$ cat config.mk
export PLATFORM = sky130hd
export DESIGN_NAME = osat_seq
export DESIGN_NICKNAME = d
export VERILOG_FILES = /design/src/design/osat_pkg.sv /design/src/design/osat_seq.sv
export SDC_FILE = /design/constraint.sdc
export NUM_CORES = 1
export LEC_CHECK = 0
export ABC_AREA = 1
export BUFFER_PORTS_ARGS = -buffer_cell sky130_fd_sc_hd__buf_2
export CELL_PAD_IN_SITES_DETAIL_PLACEMENT = 1
export CELL_PAD_IN_SITES_GLOBAL_PLACEMENT = 2
export CORE_MARGIN = 2
export CORE_UTILIZATION = 16
export DETAILED_ROUTE_END_ITERATION = 12
export PLACE_DENSITY_LB_ADDON = 0.2
export SYNTH_ARGS = -nofsm -noshare
export SYNTH_HDL_FRONTEND = slang
export SYNTH_SLANG_ARGS = --single-unit
$ cat constraint.sdc
create_clock -name clk -period 2.1 [get_ports clk]
set_clock_uncertainty 0.1 [all_clocks]
set_input_delay 0.105 -clock clk [delete_from_list [all_inputs] [get_ports clk]]
set_output_delay 0.105 -clock clk [all_outputs]
set_load 0.01 [all_outputs]
$ cat src/design/osat_pkg.sv
`timescale 1ns / 1ps
`default_nettype none
// ----------------------------------------------------------------------------
// osat_pkg: shared types and constants for the box overlap block
// Widths, store row codes, command and micro-op types, small index tables.
// ----------------------------------------------------------------------------
package osat_pkg;

	localparam int COMP_W   = 32;              // vector component width
	localparam int FRAC_W   = 16;              // fraction bits of a component
	localparam int VEC_W    = 3 * COMP_W;
	localparam int NUM_ROWS = 11;
	localparam int ROW_W    = 4;
	localparam int AXIS_W   = 4;
	localparam int LIMB_W   = 32;
	localparam int MA_W     = LIMB_W + 1;      // limb plus sign
	localparam int MB_W     = COMP_W + 3;      // holds a centre difference
	localparam int PROD_W   = MA_W + MB_W;
	// largest sum is six terms of |half| * |axis . L|, below 2^130
	localparam int ACC_W    = 136;

	localparam logic [ROW_W-1:0] ROW_A_CENTRE = 4'd0;
	localparam logic [ROW_W-1:0] ROW_A_AXIS0  = 4'd1;
	localparam logic [ROW_W-1:0] ROW_A_HALF   = 4'd4;
	localparam logic [ROW_W-1:0] ROW_B_CENTRE = 4'd5;
	localparam logic [ROW_W-1:0] ROW_B_AXIS0  = 4'd6;
	localparam logic [ROW_W-1:0] ROW_B_HALF   = 4'd9;
	localparam logic [ROW_W-1:0] ROW_TRANS    = 4'd10;

	localparam logic [AXIS_W-1:0] FIRST_CROSS = 4'd6;
	localparam logic [AXIS_W-1:0] LAST_AXIS   = 4'd14;
	localparam logic [AXIS_W-1:0] NO_AXIS     = 4'd15;

	typedef enum logic {CMD_LOAD, CMD_TEST} cmd_kind_t;

	typedef struct packed {
		cmd_kind_t        kind;
		logic [ROW_W-1:0] slot;
		logic [VEC_W-1:0] vec;  // {z, y, x}
	} cmd_t;

	typedef struct packed {
		logic              collide;
		logic [AXIS_W-1:0] axis;
	} res_t;

	typedef enum logic [2:0] {SQ_IDLE, SQ_RUN, SQ_DRAIN, SQ_ABS, SQ_CMP} seq_state_t;
	typedef enum logic [2:0] {PH_DELTA, PH_AXIS, PH_PROJ, PH_DIST, PH_EXT} phase_t;
	typedef enum logic {MA_MEM, MA_LIMB} ma_sel_t;
	typedef enum logic [1:0] {MB_MEM, MB_ONE, MB_DELTA} mb_sel_t;
	typedef enum logic [2:0] {DST_DL, DST_L, DST_P, DST_LHS, DST_RHS} dst_t;

	typedef struct packed {
		logic             vld;
		logic [ROW_W-1:0] ra;
		logic [1:0]       ca;
		logic [ROW_W-1:0] rb;
		logic [1:0]       cb;
		ma_sel_t          ma_sel;
		mb_sel_t          mb_sel;
		logic             src_p;     // limb source: 1 projection, 0 axis
		logic [2:0]       src_idx;
		logic [1:0]       limb;
		logic             top;       // top limb carries the sign
		logic             first;
		logic             last;
		logic             sub;
		logic             sgn_mode;  // sign from operands, adds a magnitude
		dst_t             dst;
		logic [2:0]       dst_idx;
	} op_t;

	typedef struct packed {
		logic             en;
		logic [ROW_W-1:0] row;
		logic [VEC_W-1:0] data;
	} wr_t;

	function automatic logic [1:0] inc3(input logic [1:0] c);
		return (c == 2'd2) ? 2'd0 : c + 2'd1;
	endfunction

	function automatic logic [ROW_W-1:0] box_axis_row(input logic [2:0] k);
		return (k < 3'd3) ? ROW_A_AXIS0 + ROW_W'(k) : ROW_B_AXIS0 + ROW_W'(k - 3'd3);
	endfunction

	function automatic logic [1:0] box_comp(input logic [2:0] k);
		logic [2:0] r;
		r = (k < 3'd3) ? k : k - 3'd3;
		return r[1:0];
	endfunction

	function automatic logic [ROW_W-1:0] cross_row_a(input logic [AXIS_W-1:0] n);
		logic [ROW_W-1:0] r;
		case (n) inside
			[4'd6:4'd8]:   r = ROW_A_AXIS0;
			[4'd9:4'd11]:  r = ROW_A_AXIS0 + 4'd1;
			default:       r = ROW_A_AXIS0 + 4'd2;
		endcase
		return r;
	endfunction

	function automatic logic [ROW_W-1:0] cross_row_b(input logic [AXIS_W-1:0] n);
		logic [ROW_W-1:0] r;
		case (n) inside
			4'd6, 4'd9, 4'd12:  r = ROW_B_AXIS0;
			4'd7, 4'd10, 4'd13: r = ROW_B_AXIS0 + 4'd1;
			default:            r = ROW_B_AXIS0 + 4'd2;
		endcase
		return r;
	endfunction

endpackage
`default_nettype wire

$ cat src/design/osat_seq.sv
`timescale 1ns / 1ps
`default_nettype none
// ----------------------------------------------------------------------------
// osat_seq: test sequencer
// Walks the axes and issues one multiply-accumulate micro-op per cycle while a phase runs, pausing between phases.
// ----------------------------------------------------------------------------
module osat_seq import osat_pkg::*; (
	input  logic clk,
	input  logic arst_n,
	input  logic cmd_valid,
	input  cmd_t cmd,
	output logic cmd_pop,
	input  logic res_full,
	output logic res_push,
	output res_t res,
	output op_t  op,
	output wr_t  wr,
	output logic abs_en,
	input  logic sep
);

	seq_state_t        state_q, state_d;
	phase_t            phase_q, phase_d;
	logic [AXIS_W-1:0] n_q, n_d;
	logic [2:0]        o_q, o_d;
	logic [1:0]        c_q, c_d;
	logic [1:0]        i_q, i_d;
	logic              drain_q, drain_d;

	always_ff @(posedge clk or negedge arst_n) begin
		if (!arst_n) begin
			state_q <= SQ_IDLE;
			phase_q <= PH_DELTA;
			n_q     <= '0;
			o_q     <= '0;
			c_q     <= '0;
			i_q     <= '0;
			drain_q <= 1'b0;
		end else begin
			state_q <= state_d;
			phase_q <= phase_d;
			n_q     <= n_d;
			o_q     <= o_d;
			c_q     <= c_d;
			i_q     <= i_d;
			drain_q <= drain_d;
		end
	end

	always_comb begin
		logic [1:0] imax, cmax;
		logic [2:0] omax;
		logic       is_cross;
		is_cross = (n_q >= FIRST_CROSS);
		op    = '0;
		imax  = 2'd2;
		cmax  = 2'd2;
		omax  = 3'd0;
		case (phase_q)
			PH_DELTA: begin
				op.ra     = (i_q == 2'd0) ? ROW_B_CENTRE :
				            (i_q == 2'd1) ? ROW_A_CENTRE : ROW_TRANS;
				op.ca     = c_q;
				op.ma_sel = MA_MEM;
				op.mb_sel = MB_ONE;
				op.sub    = (i_q != 2'd0);
				op.first  = (i_q == 2'd0);
				op.last   = (i_q == 2'd2);
				op.dst    = DST_DL;
				op.dst_idx = {1'b0, c_q};
			end
			PH_AXIS: begin
				imax      = is_cross ? 2'd1 : 2'd0;
				op.ma_sel = MA_MEM;
				op.first  = (i_q == 2'd0);
				op.last   = (i_q == imax);
				op.dst    = DST_L;
				op.dst_idx = {1'b0, c_q};
				if (is_cross) begin
					// component c of A_i x B_j: two products, second subtracted
					op.ra     = cross_row_a(n_q);
					op.rb     = cross_row_b(n_q);
					op.ca     = (i_q == 2'd0) ? inc3(c_q) : inc3(inc3(c_q));
					op.cb     = (i_q == 2'd0) ? inc3(inc3(c_q)) : inc3(c_q);
					op.mb_sel = MB_MEM;
					op.sub    = (i_q != 2'd0);
				end else begin
					op.ra     = box_axis_row(n_q[2:0]);
					op.ca     = c_q;
					op.mb_sel = MB_ONE;
				end
			end
			PH_PROJ: begin
				omax      = 3'd5;
				op.ma_sel = MA_LIMB;
				op.src_p  = 1'b0;
				op.src_idx = {1'b0, c_q};
				op.limb   = i_q;
				op.top    = (i_q == 2'd2);
				op.mb_sel = MB_MEM;
				op.rb     = box_axis_row(o_q);
				op.cb     = c_q;
				op.first  = (c_q == 2'd0) && (i_q == 2'd0);
				op.last   = (c_q == 2'd2) && (i_q == 2'd2);
				op.dst    = DST_P;
				op.dst_idx = o_q;
			end
			PH_DIST: begin
				op.ma_sel = MA_LIMB;
				op.src_p  = 1'b0;
				op.src_idx = {1'b0, c_q};
				op.limb   = i_q;
				op.top    = (i_q == 2'd2);
				op.mb_sel = MB_DELTA;
				op.first  = (c_q == 2'd0) && (i_q == 2'd0);
				op.last   = (c_q == 2'd2) && (i_q == 2'd2);
				op.dst    = DST_LHS;
			end
			PH_EXT: begin
				imax      = 2'd3;
				cmax      = 2'd0;
				omax      = 3'd5;
				op.ma_sel = MA_LIMB;
				op.src_p  = 1'b1;
				op.src_idx = o_q;
				op.limb   = i_q;
				op.top    = (i_q == 2'd3);
				op.mb_sel = MB_MEM;
				op.rb     = (o_q < 3'd3) ? ROW_A_HALF : ROW_B_HALF;
				op.cb     = box_comp(o_q);
				op.sgn_mode = 1'b1;
				op.first  = (o_q == 3'd0) && (i_q == 2'd0);
				op.last   = (o_q == 3'd5) && (i_q == 2'd3);
				op.dst    = DST_RHS;
			end
			default: begin
				op = '0;
			end
		endcase
		op.vld = (state_q == SQ_RUN);

		state_d  = state_q;
		phase_d  = phase_q;
		n_d      = n_q;
		o_d      = o_q;
		c_d      = c_q;
		i_d      = i_q;
		drain_d  = drain_q;
		cmd_pop  = 1'b0;
		wr       = '0;
		abs_en   = 1'b0;
		res_push = 1'b0;
		res.collide = 1'b0;
		res.axis    = n_q;

		case (state_q)
			SQ_IDLE: begin
				if (cmd_valid) begin
					if (cmd.kind == CMD_LOAD) begin
						cmd_pop = 1'b1;
						wr.en   = 1'b1;
						wr.row  = cmd.slot;
						wr.data = cmd.vec;
					end else if (!res_full) begin
						cmd_pop = 1'b1;
						state_d = SQ_RUN;
						phase_d = PH_DELTA;
						n_d     = '0;
						o_d     = '0;
						c_d     = '0;
						i_d     = '0;
					end
				end
			end
			SQ_RUN: begin
				if (i_q == imax) begin
					i_d = '0;
					if (c_q == cmax) begin
						c_d = '0;
						if (o_q == omax) begin
							o_d     = '0;
							state_d = SQ_DRAIN;
							drain_d = 1'b0;
						end else begin
							o_d = o_q + 3'd1;
						end
					end else begin
						c_d = c_q + 2'd1;
					end
				end else begin
					i_d = i_q + 2'd1;
				end
			end
			SQ_DRAIN: begin
				// let the last op clear the multiply and add stages
				drain_d = 1'b1;
				if (drain_q) begin
					state_d = SQ_RUN;
					case (phase_q)
						PH_DELTA: phase_d = PH_AXIS;
						PH_AXIS:  phase_d = PH_PROJ;
						PH_PROJ:  phase_d = PH_DIST;
						PH_DIST:  phase_d = PH_EXT;
						default:  state_d = SQ_ABS;
					endcase
				end
			end
			SQ_ABS: begin
				abs_en  = 1'b1;
				state_d = SQ_CMP;
			end
			SQ_CMP: begin
				if (sep) begin
					res_push = 1'b1;
					state_d  = SQ_IDLE;
				end else if (n_q == LAST_AXIS) begin
					res_push    = 1'b1;
					res.collide = 1'b1;
					res.axis    = NO_AXIS;
					state_d     = SQ_IDLE;
				end else begin
					n_d     = n_q + 4'd1;
					phase_d = PH_AXIS;
					state_d = SQ_RUN;
				end
			end
			default: begin
				state_d = SQ_IDLE;
			end
		endcase
	end

endmodule
`default_nettype wire

After elaboration in Yosys (flattened, before gate mapping) --
Cells that the tools add are included.
Word-level totals: memories 0, logic and storage cells 175, bits in registers 18, bits of input ports 106, bits in latches 0, ROM bits 0, RAM bits 0, output and inout port bits 142
Operators by class: multiply operators 0, div/mod/pow operators 0, multiplexer cells 86, reductions and logical operators 29, equal/unequal tests 35, add/subtract/negate cells 12, shift-type cells 0, order comparisons 6, bitwise gates (word level) 0
Operators by type and width (number):
- $mux W101 | 3
- $mux W3 | 17
- $mux W4 | 12
- $pmux W3 S4 | 3
- $mux W2 | 14
- $eq A4 B4 Y1 const B | 5
- $mux W1 | 18
- $pmux W6 S3 | 1
- $mux W5 | 3
- $pmux W3 S5 | 1
- $pmux W7 S2 | 1
- $eq A3 B2 Y1 const B | 4
- $mux W6 | 2
- $ne A2 B2 Y1 const B | 6
- $pmux W2 S2 | 3
- $pmux W3 S2 | 2
- $pmux W6 S2 | 1
- $reduce_and A6 Y1 | 2
- $eq A3 B3 Y1 const B | 3
- $logic_not A3 Y1 | 3
- $pmux W3 S3 | 1
- $add A1 B3 Y4 const A | 2
- $add A3 B4 Y4 const A | 2
- $eq A2 B2 Y1 const B | 4
- 31 further kinds | 55

Longest topological paths before layout --
depth in word-level cells 8, depth in mapped cells 12, gate-level depth less buffers 12

Worst setup path after synthesis --
OpenSTA, ideal clock, no wires.
path type register to register, start point reg n_q[0], end point reg phase_q[1], arrival 1559 ps, stages on the path, launching flop included 10, data required time 1917 ps, setup time 83 ps, path slack 358 ps, cell sequence dfrtp_1 > clkinv_1 > ha_1 > nand3_1 > nand2_1 > nand2_1 > nand2_1 > nor2_1 > o211ai_1 > o21ai_0
Between the ends: longest elaborated chain between the ends 3
RTL lines:
- start, declared | line osat_seq.sv:24 | logic [AXIS_W-1:0] n_q, n_d;
- start signal, assigned | line osat_seq.sv:42 | n_q <= n_d;
- $eq A4 B4 Y1 | line osat_seq.sv:216 | end else if (n_q == LAST_AXIS) begin
- $ne A2 B2 Y1 (no source line)
- $reduce_and A8 Y1 (no source line)
- end signal, assigned | line osat_seq.sv:41 | phase_q <= phase_d;
- end, declared | line osat_seq.sv:23 | phase_t phase_q, phase_d;
No other way between the ends. A chain may end at the register's enable or synchronous reset.

==> results.sh <==
export IMPL_cts_buffer_depth=2
export IMPL_hold_class="input pin to flop"
export IMPL_final_cell_count_no_fill=974
export IMPL_grt_first_pass_wirelength_um=20400
export IMPL_drv_slew=0
export IMPL_cp_start_kind="flop"
export IMPL_track_usage=0.142
export IMPL_rsz0062_at_grt="yes"
export IMPL_drt_total_wl_um=15000
export IMPL_drt_first_pass_iters=4
export IMPL_die_h_um=134
export IMPL_start_util=0.163
export IMPL_drt_iter0_drc=108
export IMPL_syn_area_um2=2700
export IMPL_slowest_stage="dfrtp_1"
export IMPL_core_um2=16500
export IMPL_finalCriticalPeriod_ns=2.01
export IMPL_path_class="flop to output pin"
export IMPL_netlist_instances=493
export IMPL_setup_viol=0
export IMPL_vias=3928
export IMPL_irDropWorstVdd_mv=0.324
export IMPL_finalInstanceArea_um2=4540
export IMPL_run_status="finished, final reports clean"
export IMPL_insertion_delay_ns=0.25
export IMPL_ff2ff_setup_slack_ns=0.24
export IMPL_synth_area_leader_cell="inv_1"
export IMPL_hold_viol=0
export IMPL_vias_per_cell=4.03
export IMPL_synth_edff_count=0
export IMPL_dieArea_um2=17900
export IMPL_synth_fp_nets=616
export IMPL_post_route_util=0.275
export IMPL_rows=47
export IMPL_fin_hold_ws_ns=0.224
export IMPL_place_hpwl_um=11800
export IMPL_cp_end_kind="output pin"
export IMPL_avgSynthCellArea_um2=5.48
export IMPL_ys_types=37
export IMPL_worst_pin_slew_ns=0.483
export IMPL_synth_area_leaders="inv_1, nor2_1, dfrtp_1"
export IMPL_die_w_um=134
export IMPL_clk_pin_slew_ns=0.06
export IMPL_max_freq_mhz=497
export IMPL_synth_top_area_share=0.199
export IMPL_maxCapViolCount=0
export IMPL_routedWlPerCell_um=15.4
export IMPL_root_buffer="clkbuf_16"
export IMPL_cts_tree="yes"
export IMPL_io_buffers=247
export IMPL_finalCritPeriodShare=0.959
export IMPL_crit_required_ns=1.89
export IMPL_grt_max_degree=101
export IMPL_ys_seq_elements=18
export IMPL_tns_ns=0
export IMPL_cp_common_cell="inv_2"
export IMPL_pre_cts_ws_ns=0.132
export IMPL_final_common_cell="buf_2"
export IMPL_ys_seq_area_frac=0.167
export IMPL_finalNetCount=876
export IMPL_cellLeakagePower_nw=3.13
export IMPL_ys_warnings_count=0
export IMPL_dpl_cell_area_um2=4190
export IMPL_antenna_left=0
export IMPL_cts_buffers=3
export IMPL_clock_sinks=18
export IMPL_final_cell_mix="buf_2, inv_1, nor2_1"
export IMPL_area_growth_pct=68.1
export IMPL_io_pins=248
export IMPL_crit_chain="inv_2, nand2_4, nor2_4, inv_2, nor3_4, inv_4, clkbuf_16, nor2_1, buf_2"
export IMPL_path_max_fanout=25
export IMPL_arrival_ns=1.81
export IMPL_ys_flop_type="dfrtp_1"
export IMPL_grt_pass1_vias=3732
export IMPL_total_power_mw=3.39
export IMPL_power_density_nw_per_um2=746
export IMPL_cp_slowest_stage_delay_ns=0.43
export IMPL_antenna_found_initial=2
export IMPL_drt_drc_violations_left=0
export IMPL_cts_htree_levels=1
export IMPL_slew_headroom=0.677
export IMPL_drive_gt1_frac=0.420
export IMPL_dp_cells=950
export IMPL_async_flop_share=1.00
export IMPL_grt_overflow_total=0
export IMPL_finalWorstSetupSlack_ns=0.0868
export IMPL_gp_congestion=0.846
power breakdown:
| part | internal [mW] | switching [mW] |
|---|---|---|
| logic | 0.925 | 1.51 |
| registers | 0.425 | 0.0960 |
| clock network | 0.290 | 0.141 |
| total | 1.64 | 1.75 |
critical path: cells and delay by family, from the launching register on:
kind / cells / cell delay [ns]
buffers and inverters: 5 / 0.63
DFF: 1 / 0.43
and+or+nand+nor: 4 / 0.47
kinds of logic (layout without fill, tap and decap cells):
logic type | Yosys count | in the layout | synth area share
simple gates | 226 | 226 | 0.359
buf+inv | 164 | 423 | 0.237
compound gates | 62 | 62 | 0.139
flops | 18 | 18 | 0.167
fa+ha+maj | 17 | 17 | 0.0788
xor+xnor | 6 | 6 | 0.0195
other cells | 0 | 2 | 0
final timing paths:
path,start,cells after the start,endpoint
setup / recovery,state_q[0],9,wr[11]
max in group asynchronous,arst_n,2,n_q[2]
setup reg to reg,phase_q[2],10,o_q[1]
min in group asynchronous,arst_n,2,o_q[1]
hold reg to reg,drain_q,2,drain_q
hold / removal,sep,6,n_q[0]
cell usage after synthesis (2+ instances only):
library cell / count
o21ai_0: 27
o31ai_1: 3
o211ai_1: 5
xor2_1: 4
nor3_1: 3
a21oi_1: 8
nand3_2: 2
nor2_1: 122
nand3_1: 18
nand2_4: 2
inv_2: 3
o22ai_1: 7
nand2_1: 60
o221ai_1: 4
o21ai_1: 2
xnor2_1: 2
ha_1: 17
clkbuf_1: 2
or2_2: 2
buf_2: 10
dfrtp_1: 18
nand4_1: 7
nand2_2: 6
inv_1: 143
clkbuf_2: 3
clkinv_1: 2
state kept, by name (all words and copies together), names as in the netlist:
name     cells
drain_q      1
o_q          3
n_q          4
phase_q      3
c_q          2
state_q      3
i_q          2
layout make-up:
class | count | area, um^2
antenna | 2 | 5.00
tap | 220 | 275
multi-input combinational | 311 | 1650
inverter | 148 | 564
clock buffer | 4 | 88.8
timing repair buffer | 271 | 1500
sequential | 18 | 455
fill | 2243 | 12000
layer usage:
layer	routed length, um	global-route usage	up-vias
met5	0	0	-
met4	210	0.0248	0
met3	973	0.0253	14
met2	7910	0.270	120
met1	5910	0.167	1817
li1	-	-	1977
what timing repair did:
action,CTS,global route
gates cloned,0,5
endpoints found under the setup margin,6,110
pin swaps,0,4
endpoints found under the hold margin,18,0
resized for setup,2,25
setup buffers,0,12
hold buffers,1,0
Power figures use the tool's default switching activity.
